$ cat src/design/sfbc_pkg.sv
// shared types, constants and arithmetic helpers for the stereo compressor
`default_nettype none
package sfbc_pkg;
    localparam int SMP_W   = 24;
    localparam int ST_W    = 32;
    localparam int RATE_W  = 22;
    localparam int G_W     = 28;
    localparam int Y_W     = 40;
    localparam int CNT_W   = 6;
    localparam int R_STEPS = 22;
    localparam int Q_STEPS = 33;
    localparam int ADDR_W  = 5;

    localparam logic [ST_W-1:0] ST_MAX = '1;
    localparam logic [ST_W-1:0] ONE_Q24 = 32'h0100_0000;
    localparam logic [ST_W-1:0] ONE_Q26 = 32'h0400_0000;

    typedef enum logic [2:0] {
        REG_INPUT_GAIN = 3'd0,
        REG_COMP_RATE  = 3'd1,
        REG_OUT_RECIP  = 3'd2,
        REG_OUT_LEVEL  = 3'd3,
        REG_WET_MIX    = 3'd4
    } t_reg_idx;

    typedef enum logic [3:0] {
        LN_IDLE, LN_GAIN, LN_RDIV, LN_OSQ, LN_TGT, LN_SQ, LN_QDIV,
        LN_CTL, LN_MIX, LN_Y1, LN_Y2, LN_Y3, LN_Y4, LN_DONE
    } t_lane_st;

    typedef struct packed {
        logic [15:0]       input_gain;
        logic [RATE_W-1:0] comp_rate;
        logic [16:0]       output_gain_recip;
        logic [15:0]       output_level;
        logic [15:0]       wet_mix;
    } t_cfg;

    typedef struct packed {
        logic start;
        logic ack;
        logic phase;
    } t_lane_cmd;

    typedef struct packed {
        logic idle;
        logic done;
    } t_lane_sts;

    // s + floor((u - s) * r / 2^32), equal to the weighted blend of s and u
    function automatic logic [ST_W-1:0] smooth(input logic [ST_W-1:0] s,
                                               input logic [ST_W-1:0] u,
                                               input logic [RATE_W-1:0] r);
        logic signed [32:0] diff;
        logic signed [55:0] p;
        logic signed [32:0] v;
        diff = $signed({1'b0, u}) - $signed({1'b0, s});
        p = diff * $signed({1'b0, r});
        v = $signed({1'b0, s}) + 33'(p >>> 32);
        return v[ST_W-1:0];
    endfunction

    function automatic logic signed [SMP_W-1:0] sat_smp(input logic signed [57:0] v);
        if (v > 58'sd8388607) begin
            return 24'sh7FFFFF;
        end else if (v < -58'sd8388608) begin
            return 24'sh800000;
        end
        return v[SMP_W-1:0];
    endfunction
endpackage
`default_nettype wire

$ cat src/design/sfbc_cfg.sv
// apb configuration register file
`default_nettype none
module sfbc_cfg (
    input  wire logic                        i_clk,
    input  wire logic                        i_rst_n,
    input  wire logic                        i_psel,
    input  wire logic                        i_penable,
    input  wire logic                        i_pwrite,
    input  wire logic [sfbc_pkg::ADDR_W-1:0] i_paddr,
    input  wire logic [31:0]                 i_pwdata,
    output logic [31:0]                      o_prdata,
    output logic                             o_pready,
    output sfbc_pkg::t_cfg                   o_cfg
);
    import sfbc_pkg::*;

    t_cfg       r_cfg;
    t_reg_idx   idx;
    logic       wr;

    assign idx = t_reg_idx'(i_paddr[ADDR_W-1:2]);
    assign wr = i_psel && i_penable && i_pwrite;
    assign o_pready = 1'b1;
    assign o_cfg = r_cfg;

    always_ff @(posedge i_clk) begin
        if (!i_rst_n) begin
            r_cfg.input_gain        <= 16'd8192;
            r_cfg.comp_rate         <= '0;
            r_cfg.output_gain_recip <= 17'd65536;
            r_cfg.output_level      <= 16'd16384;
            r_cfg.wet_mix           <= 16'd32768;
        end else if (wr) begin
            unique case (idx)
                REG_INPUT_GAIN: r_cfg.input_gain <= i_pwdata[15:0];
                REG_COMP_RATE:  r_cfg.comp_rate <= i_pwdata[RATE_W-1:0];
                REG_OUT_RECIP:  r_cfg.output_gain_recip <= i_pwdata[16:0];
                REG_OUT_LEVEL:  r_cfg.output_level <= i_pwdata[15:0];
                REG_WET_MIX:    r_cfg.wet_mix <= i_pwdata[15:0];
                default: ;
            endcase
        end
    end

    always_comb begin
        unique case (idx)
            REG_INPUT_GAIN: o_prdata = {16'd0, r_cfg.input_gain};
            REG_COMP_RATE:  o_prdata = {10'd0, r_cfg.comp_rate};
            REG_OUT_RECIP:  o_prdata = {15'd0, r_cfg.output_gain_recip};
            REG_OUT_LEVEL:  o_prdata = {16'd0, r_cfg.output_level};
            REG_WET_MIX:    o_prdata = {16'd0, r_cfg.wet_mix};
            default:        o_prdata = '0;
        endcase
    end
endmodule
`default_nettype wire

$ cat config.mk
export PLATFORM = sky130hd
export DESIGN_NAME = sfbc_cfg
export DESIGN_NICKNAME = d
export VERILOG_FILES = /design/src/design/sfbc_pkg.sv /design/src/design/sfbc_cfg.sv
export SDC_FILE = /design/constraint.sdc
export NUM_CORES = 1
export LEC_CHECK = 0
export BUFFER_PORTS_ARGS = -buffer_cell sky130_fd_sc_hd__buf_2
export CAP_MARGIN = 15
export CORE_AREA = 3 3 72 141
export DETAILED_ROUTE_END_ITERATION = 8
export DIE_AREA = 0 0 75 144
export PLACE_DENSITY_LB_ADDON = 0.3
export SLEW_MARGIN = 20
export SYNTH_ARGS = -nofsm -noshare
export SYNTH_HDL_FRONTEND = slang
export SYNTH_SLANG_ARGS = --single-unit
$ cat constraint.sdc
create_clock -name i_clk -period 1 [get_ports i_clk]
set_input_delay 0 -clock i_clk [delete_from_list [all_inputs] [get_ports i_clk]]
set_output_delay 0 -clock i_clk [all_outputs]
set_load 0.03 [all_outputs]
==> reports/results.tsv, run 1 <==
metric	value	unit
status	finished, violations left	
violations	negative setup slack	
die_w	75	um
wl	13400	um
netlist_area	4010	um^2
final_cells	727	
areaGrowthSynthToFinish	55.6	%
dr.first_iter.drc_count	167	
path_cells	mux2_4 -> a21oi_4 -> o22ai_2 -> buf_6	
grt_pass1_wl	20600	um
first_global_vias	4007	
design_area	6230	um^2
start_kind	flop	
wl_met3	581	um
rows	49	
hpwlAfterDp	9560	um
hp-class	primary input to flop	
path_clk_slew	60	ps
leakagePower	2.71	nW
cp_slowest_cell	dfxtp_2	
max_freq	0.751	GHz
via_count	3910	
die_y	144	um
cts_buffers	9	
dieArea	10800	um^2
htree_levels	3	
netlist_instances	419	
synth_top_area_share	43.5	%
grt_use_total	25.5	%
synth_compound_area_share	8.87	%
place_congestion	0.859	
synth.area.top_cells	dfxtp_1, mux2i_1, nand2_1	
synth_top_family_by_area	multiplexers	
place_inst	699	
crit_buf_inv	1	
fin_crit_sh	133	%
crit_cells	4	
p_per_area	1290	nW/um^2
synthMuxAreaShare	26.0	%
grt_overflow_total	0	
yosysWarningCount	0	
drv_slew	0	
arrival	1330	ps
cp.required	1000	ps
nFillCells	701	
cp_max_fo	2	
diodes	0	
core_area	9140	um^2
critical_path_class	flop to output pin	
rsz0062_at_grt	true	
fin_skew	0	ps
setup_ws	-332	ps
num_io_pins	162	
grt_max_degree	26	
drv_cap	0	
rr_startpoint	o_cfg[30]	
final-setup-viol-count	17	
drt-pass1-iter-count	4	
r2r_setup_slack	220	ps
synthSimpleGateAreaFrac	15.0	%
cts_buffer_depth	2	
route.layer.met1.wl	4910	um
clkSinkCount	87	
fin_nets	662	
worst_setup_path_end_kind	output pin	
cpLargestDelayFamily	flip-flops	
crit_end	o_prdata[7]	
floorplan.initialDensity	43.9	%
synth.distinct_cells	30	
fin_tns_setup	-4930	ps
ys_ff_latch	87	
io_buffer_count	138	
drive_above_1_share	53.1	%
vias_per_cell	5.38	
clock_latency	340	ps
max_stage_delay	330	ps
drc	0	
top_layer	met5	
crit_start	o_cfg[78]	
root_buffer	clkbuf_16	
cts_tree	yes	
wl_met2	7410	um
synthAdderAreaFrac	0	%
r2r_cells	3	
largest_register_ffs	87	
syn_avg_cell_area	9.56	um^2
r2r-end	o_cfg[30]	
fin_crit	1330	ps
synth-seq-area-share	43.5	%
yosys.area.top_type	dfxtp_1	
post_dp_cell_area	5500	um^2
antenna_found_initial	1	
vdd_drop_max	1.50	mV
hold_viol	0	
yosys.area_share.xor_xnor	0	%
wire_per_inst	18.4	um
postRouteAntennaNets	0	
## placed cells by master (no fill, tap or decap), drive strengths merged
cell type / synthesis / routed
buf: 27 / 210
nand2: 106 / 106
dfxtp: 87 / 87
mux2i: 86 / 86
a22oi: 30 / 30
o22ai: 16 / 16
mux2: 16 / 16
clkbuf: 15 / 14
conb: 2 / 11
dlygate4sd3: 0 / 9
nor2b: 8 / 8
and2: 5 / 5
nor2: 4 / 4
nor3: 3 / 3
inv: 2 / 2
bufinv: 0 / 2
a21oi: 2 / 2
clkinv: 0 / 2
and3b: 1 / 1
a31oi: 1 / 1
and3: 1 / 1
nand2b: 1 / 1
nand3: 1 / 1
nand3b: 1 / 1
nand4b: 1 / 1
o21ai: 1 / 1
o311ai: 1 / 1
nand4: 1 / 1
clkinvlp: 0 / 1
bufbuf: 0 / 1
## cell type report
cell class / instances / area (um^2) / area share (%)
flip-flops and latches: 87 / 1800 / 28.8
multi-input cells: 297 / 2300 / 37.0
inverters: 2 / 7.51 / 0.120
clock inverters: 5 / 81.3 / 1.30
well taps: 102 / 128 / 2.05
clock buffers: 11 / 243 / 3.89
repair buffers: 223 / 1670 / 26.9
## per-layer routing
layer  up-vias  GRT usage, %
met3        38          5.15
met4         2          12.8
met2       144          46.2
li1       1845             -
met5         -             0
met1      1881          26.8
## worst min-delay path: cells and delay by family
| kind | cells | cell delay, ps |
|---|---|---|
| AND/OR/NAND/NOR | 1 | 100 |
| buffers and inverters | 1 | 70 |
| multiplexers | 1 | 140 |
## cells by family (layout without fill, tap and decap cells)
logic type / count (synthesis) / in the layout
flip-flops: 87 / 87
other: 2 / 11
AND/OR/NAND/NOR: 133 / 133
AO/OA/AOI/OAI: 51 / 51
buffers and inverters: 44 / 241
multiplexers: 102 / 102
## metrics by stage
step | utilization [%] | power, mW | hold slack, ps | setup WS (ps)
5_1_grt | 68.3 | 8.28 | 31.6 | -380
6_report | 68.3 | 8.02 | 10.7 | -332
4_1_cts | 67.7 | 8.05 | 5.07 | -363
2_1_floorplan | - | 4.07 | 142 | -1.78
3_5_place_dp | 60.2 | 4.38 | 261 | -196
3_3_place_gp | 60.2 | 4.37 | 253 | -158
## cell usage after synthesis, drive strengths merged
cell	instances
mux2	16
nand2	106
o22ai	16
o21ai	1
and3	1
nand3b	1
dfxtp	87
nand2b	1
mux2i	86
nor3	3
and3b	1
clkbuf	15
nand3	1
nor2b	8
buf	27
o311ai	1
a31oi	1
inv	2
nand4b	1
a21oi	2
nand4	1
a22oi	30
and2	5
conb	2
nor2	4
## worst min path at each step
stage / endpoint / from / depth (start not counted) / slack (ps)
2_1_floorplan: o_cfg[65] / i_pwdata[16] / 2 / 140
3_3_place_gp: o_cfg[69] / i_pwdata[20] / 3 / 250
3_5_place_dp: o_cfg[66] / i_pwdata[17] / 3 / 260
4_1_cts: o_cfg[40] / i_pwdata[8] / 3 / 5
5_1_grt: o_cfg[24] / i_pwdata[8] / 3 / 30
6_report: o_cfg[72] / i_pwdata[1] / 3 / 10
## report_power, final
group / switching [mW] / internal, mW
combinational: 0.533 / 0.359
sequential: 0.0201 / 3.49
clock: 1.36 / 2.26
total: 1.92 / 6.11
## timing repair
item                                   CTS  global route
gates resized for setup                 62            17
endpoints found under the hold margin   10             0
gates cloned                             1             0
pin swaps                                9             6
hold buffers                             9             0
setup endpoints to repair               22            28
setup buffers                            2             0
No activity file was read; power rests on OpenSTA's default activity.
==> inputs of run 2 (changes only) <==
--- a/config.mk
+++ b/config.mk
@@ -7,9 +7,9 @@
 export LEC_CHECK = 0
 export BUFFER_PORTS_ARGS = -buffer_cell sky130_fd_sc_hd__buf_2
 export CAP_MARGIN = 15
-export CORE_AREA = 3 3 72 141
+export CORE_AREA = 3 3 86 170
 export DETAILED_ROUTE_END_ITERATION = 8
-export DIE_AREA = 0 0 75 144
+export DIE_AREA = 0 0 89 173
 export PLACE_DENSITY_LB_ADDON = 0.3
 export SLEW_MARGIN = 20
 export SYNTH_ARGS = -nofsm -noshare
==> run 2 against run 1 <==
  * Clock-buffer cell count is 1 lower
  * Global-route usage is 7.4 points lower
  * Sequential power hardly changed
  * Largest cell class unchanged
  * Critical path type unchanged
  * Cell count is 6.3% higher
  * Fmax is 1.7% higher
  * Total power is 4.7% lower
  * The run still ends with negative setup slack left
  * Clock skew stayed put
  * Hold slack better by 8.7 ps
  * Critical endpoint is now o_prdata[11]
  * Utilization is 22 points lower
  * First-iteration DRC count is 22% lower
==> reports/results.tsv, run 2 (synthesis gave the netlist of run 1 again) <==
metric	value	unit	change
power.total	7.64	mW	was 8.02 mW
wl_met3	464	um	was 581 um
vdd_drop_max	0.745	mV	was 1.50 mV
drc	0		unchanged
start_kind	flop		unchanged
fin_crit	1310	ps	was 1330 ps
rr_startpoint	o_cfg[30]		unchanged
setup_ws	-309	ps	was -332 ps
root_buffer	clkbuf_16		unchanged
cts_buffers	9		unchanged
dr.first_iter.drc_count	131		was 167
pre_cts_ws	-195	ps	was -196 ps
rsz0062_at_grt	true		unchanged
hpwlAfterDp	10300	um	was 9560 um
most-common-layout-cells	buf_2, nand2_1, mux2i_1, buf_4, dfxtp_2		unchanged
wl	13600	um	was 13400 um
wl_met2	7660	um	was 7410 um
clock_latency	330	ps	was 340 ps
r2r_cells	3		unchanged
final_common_cell	buf_2		unchanged
worst_hold_startpoint	i_pwdata[14]		was i_pwdata[1]
cp_slowest_cell	dfxtp_2		unchanged
antenna_found_initial	0		was 1
areaGrowthSynthToFinish	54.9	%	was 55.6%
route.layer.met1.wl	4990	um	was 4910 um
floorplan.initialDensity	29.8	%	was 43.9%
hold_path_depth	3		unchanged
hold_viol	0		unchanged
drt-pass1-iter-count	4		unchanged
violations	negative setup slack		unchanged
design_area	6210	um^2	was 6230 um^2
status	finished, violations left		unchanged
drive_above_1_share	53.1	%	about the same
arrival	1310	ps	was 1330 ps
grt_max_degree	45		was 26
diodes	0		unchanged
top_layer	met4		was met5
max_freq	0.764	GHz	was 0.751 GHz
crit_start	o_cfg[43]		was o_cfg[78]
postRouteAntennaNets	0		unchanged
clkSinkCount	87		unchanged
leakagePower	2.66	nW	was 2.71 nW
p_per_area	1230	nW/um^2	was 1290 nW/um^2
path_clk_slew	70	ps	was 60 ps
cp.required	1000	ps	about the same
drv_slew	0		unchanged
max_stage_delay	320	ps	was 330 ps
final-setup-viol-count	17		unchanged
cts_tree	yes		unchanged
num_io_pins	162		unchanged
fin_skew	0	ps	unchanged
cts_buffer_depth	2		unchanged
fin_crit_sh	131	%	was 133%
core_area	13400	um^2	was 9140 um^2
final_core_util	46.2	%	was 68.3%
largest_register_ffs	87		unchanged
htree_levels	3		unchanged
rows	60		was 49
via_count	3773		was 3910
path_cells	mux2_2 -> a22oi_2 -> o22ai_2 -> buf_6		was mux2_4 -> a21oi_4 -> o22ai_2 -> buf_6
critical_path_class	flop to output pin		unchanged
dieArea	15400	um^2	was 10800 um^2
die_w	89	um	was 75 um
vias_per_cell	4.88		was 5.38
post_dp_cell_area	5540	um^2	was 5500 um^2
io_buffer_count	138		unchanged
cp_max_fo	2		unchanged
fin_nets	655		was 662
die_y	173	um	was 144 um
first_global_vias	3950		was 4007
hp-class	primary input to flop		unchanged
place_congestion	0.801		was 0.859
fin_tns_setup	-4660	ps	was -4930 ps
grt_use_total	18.1	%	was 25.5%
drv_cap	0		unchanged
worst_setup_path_end_kind	output pin		unchanged
grt_pass1_wl	21300	um	was 20600 um
grt_overflow_total	0		unchanged
wire_per_inst	17.6	um	was 18.4 um
-- run 2: layer usage --
layer	vias to the layer above	global-route usage [%]
li1	1820	-
met1	1808	18.9
met2	121	33.8
met3	24	2.91
met4	0	7.58
met5	-	0
-- run 2: worst paths after layout --
kind,endpoint,slack (ps)
worst max-delay path,o_prdata[11],-310
worst min-delay path,o_cfg[30],20
worst max register to register,o_cfg[30],230
worst min register to register,o_cfg[70],460
-- run 2: report_power, final --
group	switching, mW	internal, mW	total [mW]
clock	1.35	1.93	3.28
sequential	0.0186	3.49	3.51
combinational	0.526	0.328	0.853
total	1.90	5.75	7.64
-- run 2: worst max-delay path: cells and delay by family (launching register included) --
family,cells,cell delay [ps]
DFF,1,320
buffers and inverters,1,160
muxes,1,270
AOI/OAI and AO/OA,2,230
-- run 2: layout make-up --
class	count	area (um^2)
Fill cell	1297	7230
Multi-Input combinational cell	297	2310
Sequential cell	87	1800
Timing Repair Buffer	216	1610
Clock buffer	10	229
Tap cell	155	194
Clock inverter	6	61.3
Inverter	2	7.51
-- run 2: per-stage QoR --
step	instances	hold slack (ps)
floorplan	428	142
global placement	746	251
detailed placement	746	259
CTS	773	8.82
global route	773	26.4
finish	773	19.4
-- run 2: repair_timing --
action	in CTS	in global routing
endpoints found under the setup margin	22	27
hold buffers	8	0
gates resized for setup	68	20
buffers inserted	3	0
pin swaps	5	4
hold endpoints to repair	9	0
